$ cat src/hdl/point_in_polygon_test_unit_defines.svh
// Assertion macros shared by the point-in-polygon test unit.
// Expects signals named clock and reset in the including scope.
`ifndef POINT_IN_POLYGON_TEST_UNIT_DEFINES_SVH
`define POINT_IN_POLYGON_TEST_UNIT_DEFINES_SVH

// Same-cycle implication, off while reset is high.
`define PIPT_ASSERT_IMPLIES(label, ante, cons) \
   label: assert property (@(posedge clock) disable iff (reset) (ante) |-> (cons)) \
      else $error("pipt: assertion failed");

// Next-cycle implication, off while reset is high.
`define PIPT_ASSERT_NEXT(label, ante, cons) \
   label: assert property (@(posedge clock) disable iff (reset) (ante) |=> (cons)) \
      else $error("pipt: assertion failed");

`endif

$ cat src/hdl/pipt_pkg.sv
// Types, constants and edge arithmetic for the point-in-polygon test unit.
// No dependencies; used by every module of the block.
package pipt_pkg;

   localparam int COORD_BITS      = 16;
   localparam int DIFF_BITS       = COORD_BITS + 1;
   localparam int PROD_BITS       = 2 * DIFF_BITS;
   localparam int MIN_CORNERS     = 3;
   localparam int QUEUE_DEPTH_DEF = 4;

   localparam logic [1:0] VERDICT_PARITY   = 2'd0;
   localparam logic [1:0] VERDICT_BOUNDARY = 2'd1;
   localparam logic [1:0] VERDICT_FEW      = 2'd2;

   typedef logic signed [COORD_BITS-1:0] coord_type;
   typedef logic signed [DIFF_BITS-1:0]  diff_type;
   typedef logic signed [PROD_BITS-1:0]  prod_type;
   typedef logic [1:0]                   count_type;

   typedef struct packed {
      coord_type query_x;
      coord_type query_y;
      coord_type corner_x;
      coord_type corner_y;
      logic      last_corner;
   } req_type;

   typedef struct packed {
      logic       is_inside;
      logic [1:0] verdict;
   } rsp_type;

   // One classified vertex, as handed from the front to the back.
   typedef struct packed {
      logic      start;
      logic      judge_prior;
      logic      last;
      logic      few;
      coord_type query_x;
      coord_type query_y;
      coord_type cur_x;
      coord_type cur_y;
      coord_type prior_x;
      coord_type prior_y;
      coord_type first_x;
      coord_type first_y;
   } job_type;

   typedef struct packed {
      logic space;
      logic avail;
   } q_status_type;

   // Registered products and compares of one edge.
   typedef struct packed {
      prod_type lhs;
      prod_type rhs;
      logic     in_box;
      logic     straddle;
      logic     dy_pos;
   } edge_terms_type;

   typedef struct packed {
      logic hit;
      logic crosses;
   } edge_flags_type;

   // Edge from (cx,cy) to (px,py) against query (qx,qy).
   function automatic edge_terms_type edge_terms(coord_type qx, coord_type qy,
                                                 coord_type cx, coord_type cy,
                                                 coord_type px, coord_type py);
      diff_type       dqx;
      diff_type       dqy;
      diff_type       dpx;
      diff_type       dy;
      edge_terms_type t;
      dqx        = DIFF_BITS'(qx) - DIFF_BITS'(cx);
      dqy        = DIFF_BITS'(qy) - DIFF_BITS'(cy);
      dpx        = DIFF_BITS'(px) - DIFF_BITS'(cx);
      dy         = DIFF_BITS'(py) - DIFF_BITS'(cy);
      t.lhs      = PROD_BITS'(dqx) * PROD_BITS'(dy);
      t.rhs      = PROD_BITS'(dpx) * PROD_BITS'(dqy);
      t.in_box   = ((qx >= cx) || (qx >= px)) && ((qx <= cx) || (qx <= px)) &&
                   ((qy >= cy) || (qy >= py)) && ((qy <= cy) || (qy <= py));
      t.straddle = (cy > qy) != (py > qy);
      t.dy_pos   = py > cy;
      return t;
   endfunction

   // Cross product zero inside the bounding box means the point lies on the edge.
   function automatic edge_flags_type judge_edge(edge_terms_type t);
      edge_flags_type f;
      prod_type       l;
      prod_type       r;
      l         = t.lhs;
      r         = t.rhs;
      f.hit     = (l == r) && t.in_box;
      f.crosses = t.straddle && (t.dy_pos ? (l < r) : (l > r));
      return f;
   endfunction

endpackage

$ cat src/hdl/point_in_polygon_test_unit.sv
// Point-in-polygon test unit. Vertices arrive one beat per cycle on req_ while
// req_ready is high; the first beat of a polygon also carries the query point,
// and the beat with last_corner set closes the polygon and produces one rsp_
// beat: is_inside with a verdict of parity decided, on boundary, or too few
// vertices. The block takes one vertex every cycle while the queue has space;
// each beat passes a front stage, a job queue of QUEUE_DEPTH entries, an edge
// product stage (two 17x17 multiplies per edge, prior edge and closing edge
// side by side) and the result register. A stalled result holds only the next
// last-vertex beat; the queue absorbs up to QUEUE_DEPTH beats before req_ready
// drops. Depends on pipt_pkg and the defines header.
`include "point_in_polygon_test_unit_defines.svh"

module point_in_polygon_test_unit #(
   parameter int QUEUE_DEPTH = pipt_pkg::QUEUE_DEPTH_DEF
) (
   input  logic              clock,
   input  logic              reset,
   input  logic              req_valid,
   output logic              req_ready,
   input  pipt_pkg::req_type req_item,
   output logic              rsp_valid,
   input  logic              rsp_ready,
   output pipt_pkg::rsp_type rsp_item
);
   import pipt_pkg::*;

   q_status_type q_status;
   job_type      push_job;
   job_type      head_job;
   logic         push;
   logic         pop;

   pipt_front u_front (
      .clock     (clock),
      .reset     (reset),
      .req_valid (req_valid),
      .req_ready (req_ready),
      .req_item  (req_item),
      .q_status  (q_status),
      .push      (push),
      .job       (push_job)
   );

   pipt_queue #(
      .DEPTH (QUEUE_DEPTH)
   ) u_queue (
      .clock    (clock),
      .reset    (reset),
      .push     (push),
      .push_job (push_job),
      .pop      (pop),
      .head_job (head_job),
      .q_status (q_status)
   );

   pipt_back u_back (
      .clock     (clock),
      .reset     (reset),
      .q_status  (q_status),
      .head_job  (head_job),
      .pop       (pop),
      .rsp_valid (rsp_valid),
      .rsp_ready (rsp_ready),
      .rsp_item  (rsp_item)
   );

   `PIPT_ASSERT_IMPLIES(a_pop_needs_data, pop, q_status.avail)
   `PIPT_ASSERT_IMPLIES(a_push_needs_space, push, q_status.space)
   `PIPT_ASSERT_NEXT(a_push_fills_queue, push && !pop, q_status.avail)
   `PIPT_ASSERT_IMPLIES(a_inside_only_on_parity, rsp_valid && rsp_item.is_inside,
                        rsp_item.verdict == VERDICT_PARITY)
   `PIPT_ASSERT_IMPLIES(a_verdict_known, rsp_valid,
                        rsp_item.verdict == VERDICT_PARITY ||
                        rsp_item.verdict == VERDICT_BOUNDARY ||
                        rsp_item.verdict == VERDICT_FEW)

endmodule

$ cat src/hdl/pipt_front.sv
// Front of the point-in-polygon test unit: accepts vertex beats, tracks
// polygon state and pushes classified jobs. Depends on pipt_pkg.
module pipt_front (
   input  logic                   clock,
   input  logic                   reset,
   input  logic                   req_valid,
   output logic                   req_ready,
   input  pipt_pkg::req_type      req_item,
   input  pipt_pkg::q_status_type q_status,
   output logic                   push,
   output pipt_pkg::job_type      job
);
   import pipt_pkg::*;

   count_type count_ff, count_in;
   coord_type held_x_ff, held_x_in;
   coord_type held_y_ff, held_y_in;
   coord_type first_x_ff, first_x_in;
   coord_type first_y_ff, first_y_in;
   coord_type prior_x_ff, prior_x_in;
   coord_type prior_y_ff, prior_y_in;
   logic      starting;

   always_comb begin
      starting  = count_ff == '0;
      req_ready = q_status.space;
      push      = req_valid && q_status.space;

      job.start       = starting;
      job.judge_prior = !starting;
      job.last        = req_item.last_corner;
      job.few         = count_ff < count_type'(MIN_CORNERS - 1);
      job.query_x     = starting ? req_item.query_x : held_x_ff;
      job.query_y     = starting ? req_item.query_y : held_y_ff;
      job.cur_x       = req_item.corner_x;
      job.cur_y       = req_item.corner_y;
      job.prior_x     = prior_x_ff;
      job.prior_y     = prior_y_ff;
      job.first_x     = starting ? req_item.corner_x : first_x_ff;
      job.first_y     = starting ? req_item.corner_y : first_y_ff;

      count_in   = count_ff;
      held_x_in  = held_x_ff;
      held_y_in  = held_y_ff;
      first_x_in = first_x_ff;
      first_y_in = first_y_ff;
      prior_x_in = prior_x_ff;
      prior_y_in = prior_y_ff;
      if (push) begin
         if (starting) begin
            held_x_in  = req_item.query_x;
            held_y_in  = req_item.query_y;
            first_x_in = req_item.corner_x;
            first_y_in = req_item.corner_y;
         end
         prior_x_in = req_item.corner_x;
         prior_y_in = req_item.corner_y;
         // saturate at the minimum polygon size; drop back to zero after the last beat
         if (req_item.last_corner) begin
            count_in = '0;
         end else if (count_ff != count_type'(MIN_CORNERS)) begin
            count_in = count_ff + count_type'(1);
         end
      end
   end

   always_ff @(posedge clock) begin
      if (reset) begin
         count_ff <= '0;
      end else begin
         count_ff <= count_in;
      end
   end

   always_ff @(posedge clock) begin
      held_x_ff  <= held_x_in;
      held_y_ff  <= held_y_in;
      first_x_ff <= first_x_in;
      first_y_ff <= first_y_in;
      prior_x_ff <= prior_x_in;
      prior_y_ff <= prior_y_in;
   end

endmodule

$ cat src/hdl/pipt_queue.sv
// Short job queue between the front and the back of the point-in-polygon
// test unit. Depends on pipt_pkg.
module pipt_queue #(
   parameter int DEPTH = pipt_pkg::QUEUE_DEPTH_DEF
) (
   input  logic                   clock,
   input  logic                   reset,
   input  logic                   push,
   input  pipt_pkg::job_type      push_job,
   input  logic                   pop,
   output pipt_pkg::job_type      head_job,
   output pipt_pkg::q_status_type q_status
);
   import pipt_pkg::*;

   localparam int PTR_BITS = (DEPTH > 1) ? $clog2(DEPTH) : 1;
   localparam int CNT_BITS = $clog2(DEPTH + 1);

   typedef logic [PTR_BITS-1:0] ptr_type;
   typedef logic [CNT_BITS-1:0] cnt_type;

   job_type entry_ff [DEPTH];
   ptr_type wr_ptr_ff, wr_ptr_in;
   ptr_type rd_ptr_ff, rd_ptr_in;
   cnt_type count_ff, count_in;

   function automatic ptr_type ptr_next(ptr_type p);
      return (p == ptr_type'(DEPTH - 1)) ? '0 : p + ptr_type'(1);
   endfunction

   always_comb begin
      head_job       = entry_ff[rd_ptr_ff];
      q_status.space = count_ff != cnt_type'(DEPTH);
      q_status.avail = count_ff != '0;

      wr_ptr_in = push ? ptr_next(wr_ptr_ff) : wr_ptr_ff;
      rd_ptr_in = pop ? ptr_next(rd_ptr_ff) : rd_ptr_ff;
      count_in  = count_ff;
      if (push && !pop) begin
         count_in = count_ff + cnt_type'(1);
      end else if (pop && !push) begin
         count_in = count_ff - cnt_type'(1);
      end
   end

   always_ff @(posedge clock) begin
      if (reset) begin
         wr_ptr_ff <= '0;
         rd_ptr_ff <= '0;
         count_ff  <= '0;
      end else begin
         wr_ptr_ff <= wr_ptr_in;
         rd_ptr_ff <= rd_ptr_in;
         count_ff  <= count_in;
      end
   end

   always_ff @(posedge clock) begin
      if (push) begin
         entry_ff[wr_ptr_ff] <= push_job;
      end
   end

endmodule

$ cat src/hdl/pipt_back.sv
// Back of the point-in-polygon test unit: edge products stage, parity and
// boundary update, and the result register. Depends on pipt_pkg.
module pipt_back (
   input  logic                   clock,
   input  logic                   reset,
   input  pipt_pkg::q_status_type q_status,
   input  pipt_pkg::job_type      head_job,
   output logic                   pop,
   output logic                   rsp_valid,
   input  logic                   rsp_ready,
   output pipt_pkg::rsp_type      rsp_item
);
   import pipt_pkg::*;

   typedef struct packed {
      logic           start;
      logic           judge_prior;
      logic           last;
      logic           few;
      logic           close;
      edge_terms_type prior_edge;
      edge_terms_type close_edge;
   } stage_type;

   logic           p_valid_ff, p_valid_in;
   stage_type      p_ff, p_in;
   logic           parity_ff, parity_in;
   logic           hit_ff, hit_in;
   logic           rsp_valid_ff, rsp_valid_in;
   rsp_type        rsp_ff, rsp_in;
   logic           out_free;
   logic           p_go;
   logic           par_next;
   logic           hit_next;
   edge_flags_type prior_flags;
   edge_flags_type close_flags;

   always_comb begin
      out_free = !rsp_valid_ff || rsp_ready;
      // only a last beat needs the result register
      p_go     = p_valid_ff && (!p_ff.last || out_free);
      pop      = q_status.avail && (!p_valid_ff || p_go);

      p_in.start       = head_job.start;
      p_in.judge_prior = head_job.judge_prior;
      p_in.last        = head_job.last;
      p_in.few         = head_job.few;
      p_in.close       = head_job.last && !head_job.few;
      p_in.prior_edge  = edge_terms(head_job.query_x, head_job.query_y,
                                    head_job.cur_x, head_job.cur_y,
                                    head_job.prior_x, head_job.prior_y);
      p_in.close_edge  = edge_terms(head_job.query_x, head_job.query_y,
                                    head_job.first_x, head_job.first_y,
                                    head_job.cur_x, head_job.cur_y);

      if (pop) begin
         p_valid_in = 1'b1;
      end else if (p_go) begin
         p_valid_in = 1'b0;
      end else begin
         p_valid_in = p_valid_ff;
      end

      prior_flags = judge_edge(p_ff.prior_edge);
      close_flags = judge_edge(p_ff.close_edge);
      par_next = (p_ff.start ? 1'b0 : parity_ff)
               ^ (p_ff.judge_prior & prior_flags.crosses)
               ^ (p_ff.close & close_flags.crosses);
      hit_next = (p_ff.start ? 1'b0 : hit_ff)
               | (p_ff.judge_prior & prior_flags.hit)
               | (p_ff.close & close_flags.hit);

      parity_in = p_go ? par_next : parity_ff;
      hit_in    = p_go ? hit_next : hit_ff;

      if (p_go && p_ff.last) begin
         rsp_valid_in = 1'b1;
      end else if (rsp_ready) begin
         rsp_valid_in = 1'b0;
      end else begin
         rsp_valid_in = rsp_valid_ff;
      end

      rsp_in = rsp_ff;
      if (p_go && p_ff.last) begin
         priority if (p_ff.few) begin
            rsp_in.is_inside = 1'b0;
            rsp_in.verdict   = VERDICT_FEW;
         end else if (hit_next) begin
            rsp_in.is_inside = 1'b0;
            rsp_in.verdict   = VERDICT_BOUNDARY;
         end else begin
            rsp_in.is_inside = par_next;
            rsp_in.verdict   = VERDICT_PARITY;
         end
      end

      rsp_valid = rsp_valid_ff;
      rsp_item  = rsp_ff;
   end

   always_ff @(posedge clock) begin
      if (reset) begin
         p_valid_ff   <= 1'b0;
         parity_ff    <= 1'b0;
         hit_ff       <= 1'b0;
         rsp_valid_ff <= 1'b0;
      end else begin
         p_valid_ff   <= p_valid_in;
         parity_ff    <= parity_in;
         hit_ff       <= hit_in;
         rsp_valid_ff <= rsp_valid_in;
      end
   end

   always_ff @(posedge clock) begin
      if (pop) begin
         p_ff <= p_in;
      end
      rsp_ff <= rsp_in;
   end

endmodule
$ cat config.mk
export PLATFORM = sky130hd
export DESIGN_NAME = point_in_polygon_test_unit
export DESIGN_NICKNAME = d
export VERILOG_FILES = /design/src/hdl/pipt_pkg.sv /design/src/hdl/point_in_polygon_test_unit.sv /design/src/hdl/pipt_front.sv /design/src/hdl/pipt_queue.sv /design/src/hdl/pipt_back.sv
export VERILOG_INCLUDE_DIRS = /design/src /design/src/hdl
export SDC_FILE = /design/constraint.sdc
export NUM_CORES = 2
export LEC_CHECK = 0
export ABC_AREA = 1
export BUFFER_PORTS_ARGS = -buffer_cell sky130_fd_sc_hd__buf_2
export CORE_MARGIN = 4
export CORE_UTILIZATION = 45
export CTS_CLUSTER_SIZE = 28
export DETAILED_ROUTE_END_ITERATION = 8
export PLACE_DENSITY = 0.56
export REMOVE_ABC_BUFFERS = 1
export SLEW_MARGIN = 30
export SYNTH_ARGS = -nofsm -noshare
export SYNTH_HDL_FRONTEND = slang
export SYNTH_SLANG_ARGS = --single-unit
$ cat constraint.sdc
create_clock -name clock -period 11.35 [get_ports clock]
set_input_delay 1.135 -clock clock [delete_from_list [all_inputs] [get_ports clock]]
set_output_delay 1.135 -clock clock [all_outputs]
set_load 0.01 [all_outputs]
Word level (Yosys, flattened, before mapping)
Memories as Yosys holds them, arrays and structs flattened. A register that Yosys moved wholly into a read port is not among the register bits.
Cells that the tools add are included.

storage, ports and cells
  register bits after elaboration = 259
  memory bits (writable) = 528
  input port bits = 69
  output and inout port bits = 5
  word-level logic and storage cells = 153
  memories = 1

memories
  memory            depth  bits a word  read ports  clocked after Yosys merged registers in  wr ports  line              source
  u_queue.entry_ff  4      132          1           1                                        1         pipt_queue.sv:22  job_type entry_ff [DEPTH];

operators by class
  add/subtract/negate cells = 13
  multiply operators = 4
  order comparisons = 22
  equal/unequal tests = 8
  multiplexer cells = 23
  bitwise logic cells = 8
  reductions and logical operators = 43

operators with widths
  cell                                               count
  multiplier 17 x 17 -> 34 bit                       4
  subtractor 16 x 16 -> 17 bit                       8
  >= comparator 16 bit                               6
  less-or-equal comparator 16 bit                    6
  greater-than comparator 16 bit                     5
  == test 34 bit                                     2
  greater-than comparator 34 bit                     2
  less-than comparator 34 bit                        2
  2-to-1 mux 16 bit                                  4
  logical AND 1 bit                                  17
  2-to-1 mux 2 bit                                   6
  logical OR 1 bit                                   11
  2-to-1 mux 1 bit                                   11
  nonzero test 2 bit                                 4
  logical NOT 1 bit                                  7
  adder 2 x 1 -> 2 bit (second input constant)       3
  2-to-1 mux 3 bit                                   2
  bitwise AND 1 bit                                  4
  == test 2 bit (second input constant)              2
  adder 3 x 1 -> 3 bit (second input constant)       1
  inequality test 3 bit (second input constant)      1
  nonzero test 3 bit                                 1
  subtractor 3 x 1 -> 3 bit (second input constant)  1
  logical NOT 2 bit                                  1
  7 further kinds                                    10

Longest topological paths before layout
  depth after elaboration = 9
  depth in mapped cells = 46
  mapped depth without buffers = 43

By module
Synthesis repeated with hierarchy kept, for this count alone.

second synthesis, totals
  cell total of the unflattened synthesis = 8397
  area total of the unflattened synthesis = 80668.6 um^2

by module, submodules not included
  module      instances  cells an instance  area an instance (um^2)  sequential area each (um^2)
  pipt_back   1          6701               56635.6                  4584.4
  pipt_queue  1          1336               19872.8                  16035.4
  pipt_front  1          360                4160.2                   2922.8

Worst setup path after synthesis
Ideal clock, no wire load.

  path type = flip-flop to flip-flop
  from = register (tool-made name)
  to = register u_back.p_ff[33] in the netlist's numbering (data pin)
  setup time = 0.258 ns
  data arrival time = 8.131 ns
  required time = 11.092 ns
  setup slack = 2.961 ns
  stages on the path, launching flop included = 38
  path buffers = 4
  period minus slack after synthesis = 8.389 ns
  cell sequence = dfxtp_1 -> clkbuf_1 -> clkbuf_1 -> clkbuf_1 -> a21oi_1 -> a32oi_1 -> inv_1 -> fa_1 -> o21ai_2 -> nand2_1 -> nand2_2 -> nand2_2 -> o21ai_4 -> a21oi_2 -> o211ai_2 -> xor2_2 -> inv_2 -> buf_6 -> [2 not listed] -> inv_1 -> fa_1 -> inv_1 -> fa_1 -> fa_1 -> fa_1 -> inv_1 -> fa_1 -> inv_1 -> ha_1 -> nand2_1 -> nor4_1 -> nand4_1 -> nand3_1 -> nand2_1 -> o211ai_1 -> a21oi_1 -> xnor2_1

RTL lines
  element               line              source
  end signal, assigned  pipt_back.sv:118  p_ff <= p_in;
  end, declared         pipt_back.sv:26   stage_type p_ff, p_in;

==> results.md <==
• 774 — EDFF count, synth
• 1.01 ns — worst path setup slack after routing
• 24.7% — Rel. slew slack
• 91.1% — Final period util
• adder cells — Largest delay share family, worst path
• 10.2k — Final Net Count
• 1.13 ns — transition time at the pin with the least slew margin
• 0 — count of cells resized by post-cts repair
• 5 — DRT Pass-1 Iters
• 0 — detailed-route DRC error count
• 789 — Clock Sinks
• 10.8k — number of standard cells in the layout, taps in and fillers out
• complete, no violations — result of the run
• 0 — # Max-Cap Violations
• sky130_fd_sc_hd__clkbuf_16 — cell at the root of the clock tree
• 0 — CTS Hold Bufs
• 11.84 ns — required time worst endpoint
• 10.34 ns — final critical path time including I/O delays and setup
• 5.32 — drt via density
• 236 mm — aggregate routed wire length
• 0 — final setup violating endpoints
• 68 — count of different cell masters after synthesis
• 4882 — Detailed Route Iter0 Violations
• 61 — Max Fanout on Critical Path
• 0.0879 ns — Post-Route Skew
• 29.5% — proportion of synthesized chip area in sequential cells
• 0.06 ns — register clock-pin slew on the reported worst setup and hold paths
• 25.9% — overall fraction of global-route tracks in use
• 364 mm — first-pass GRT wire length
• 154 — total number of placement rows
• 789 — post-synthesis sequential element count
• 0% — asr flop ratio synth
• 21.9 um — Routed WL per cell
• 10 — count of buffering cells on the critical path with inverters included
• 1711 x sky130_fd_sc_hd__inv_1, 1602 x sky130_fd_sc_hd__nand2_1, 1193 x sky130_fd_sc_hd__fa_1 — synth cell count leaders
• yes — CTS tree
• 10.83 ns — Crit path arrival time
• register — endpoint type of the worst setup path
• sky130_fd_sc_hd__edfxtp_1 — main flop type after synthesis
• 7 — number of antenna violations at the first check in global routing
• 9.68 um2 — Mapped Avg Cell Area
• 57.3k — total vias in the final route
• register to register — Hold Crit Class
• 8260 — synthesized instance count
• sky130_fd_sc_hd__fa_1 30%, sky130_fd_sc_hd__edfxtp_1 29%, sky130_fd_sc_hd__ha_1 9.0% — dominant cells by area after synthesis
• no — RSZ-0062 raised after global routing
• sky130_fd_sc_hd__o22ai_1 — cell with the largest stage delay on the worst path
• 1.22 ns — worst slack, placed
• 96.7 MHz — highest clock frequency the design can meet
• 429 um — die extent in x
• 0 — buffers inserted by post-CTS timing repair
• 0 — max-slew violation count
• register to register — critical path type
• 120 — pin count of the biggest net entering global routing
• 3 — H-tree level count
• 5.63% — fraction of final layout cells sized beyond drive strength 1
• 0 — GRT Residual Overflow
• sky130_fd_sc_hd__fa_1 — cell type with the highest aggregate area in the netlist
• 0 — Hold Vio Cnt, Final
• 0.491 ns — worst hold slack
• 3 — Bufs on Longest Clock Path
• 59.6k — number of global-route vias before repair
• 188 mm — placed wire-length estimate after detailed placement
• 0 ns — total negative slack for setup checks
• 0.74 ns — clock latency of the later-clocked register in the worst-skew pair
• 16.6k — fillcell total
• 0.176 mm2 — standard cell core area
• 0 — remaining antenna violation count
• 0.184 mm2 — area of the die
• sky130_fd_sc_hd__inv_1 — most common cell in the synthesized netlist
• 0.0799 mm2 — netlist area before placement
• 29.9% — area share of the leading cell type in the synthesized netlist
• 45.3% — initial core utilization
• sky130_fd_sc_hd__nand2_1 — cell repeated most along the worst path
• 74 — total I/O pin count
• 0.942 — final estimated routing congestion in global placement
• 10.6k — count of placed standard cells including taps
• register — Setup crit start kind
• 8.43% — area growth from synthesis to layout
• 86 — number of buffers created by CTS
• 429 um — chip height
• 0 — YS warnings
• 73 — count of buffers from port buffering
• 0.68 ns — maximum cell stage delay along the critical path
-- metal layers --
layer  vias up  track usage, %  routed length [um]  part of all wire, %
met5         -               0                   0                    0
met3       361            3.80               15500                  6.6
li1      26027               -                   -                    -
met2      1957            42.3              110000                   47
met1     29004            35.9              102000                   43
met4         0            7.93                8490                  3.6
-- kinds of logic after synthesis --
family                     share of synthesized area, %
DFF                                                29.5
AOI/OAI and AO/OA                                  6.71
buffers and inverters                              9.32
adders and majority gates                          38.9
and+or+nand+nor                                    12.9
xor gates and xnor gates                           2.70
-- cell type report --
cell class	instances	area, um2	share of cell area [%]
multi-input cells	5507	49000	56.6
repair buffers	224	1570	1.81
inverters	1757	6620	7.64
clock buffers	105	2220	2.57
well taps	2340	2930	3.38
clock inverters	55	718	0.829
flip-flops and latches	789	23500	27.2
diodes	2	5.00	0.00578
-- worst paths after layout --
kind / start / end / slack, ns / depth (start not counted)
max: register / u_back.p_ff[66]$_DFFE_PP_ / 1.01 / 38
min: u_front.prior_y_ff[13]$_DFFE_PP_ / u_queue.entry_ff[2][45]$_DFFE_PP_ / 0.49 / 0
max reg2reg: register / u_back.p_ff[66]$_DFFE_PP_ / 1.01 / 38
min reg2reg: u_front.prior_y_ff[13]$_DFFE_PP_ / u_queue.entry_ff[2][45]$_DFFE_PP_ / 0.49 / 0
-- placed cells by master, fill, tap and decap left out, types with 33 or more instances in the layout --
master | Yosys | final
sky130_fd_sc_hd__inv_1 | 1711 | 1706
sky130_fd_sc_hd__nand2_1 | 1602 | 1602
sky130_fd_sc_hd__fa_1 | 1193 | 1193
sky130_fd_sc_hd__edfxtp_1 | 774 | 774
sky130_fd_sc_hd__nor2_1 | 775 | 771
sky130_fd_sc_hd__ha_1 | 578 | 577
sky130_fd_sc_hd__a21oi_1 | 395 | 395
sky130_fd_sc_hd__o21ai_0 | 179 | 179
sky130_fd_sc_hd__buf_4 | 4 | 142
sky130_fd_sc_hd__xor2_1 | 143 | 138
sky130_fd_sc_hd__nand3_1 | 98 | 98
sky130_fd_sc_hd__clkbuf_16 | 0 | 86
sky130_fd_sc_hd__xnor2_1 | 87 | 85
sky130_fd_sc_hd__buf_2 | 23 | 75
sky130_fd_sc_hd__a32oi_1 | 66 | 66
sky130_fd_sc_hd__clkinv_1 | 27 | 45
sky130_fd_sc_hd__o22ai_1 | 35 | 35
sky130_fd_sc_hd__nor3_1 | 33 | 33
-- registers in the layout, indices dropped and copies added (netlist names), 3 cells and up, named ones only --
register	flops
u_queue.entry_ff	528
u_front.prior_x_ff	16
u_back.rsp_item	3
u_front.first_x_ff	16
u_front.prior_y_ff	16
u_front.held_x_ff	16
u_front.held_y_ff	16
u_front.first_y_ff	16
u_back.p_ff	147
u_queue.count_ff	3
-- per-stage QoR --
| stage | util (%) | instance area, um2 |
|---|---|---|
| 3_5_place_dp | 47.5 | 83700 |
| 3_3_place_gp | 47.5 | 83700 |
| 5_1_grt | 49.1 | 86700 |
| 6_report | 49.2 | 86700 |
| 4_1_cts | 49.1 | 86600 |
| 2_1_floorplan | - | 79100 |
Power is not shown: default switching activity piles up to over one toggle a cycle in this logic, so the estimate is an artifact.
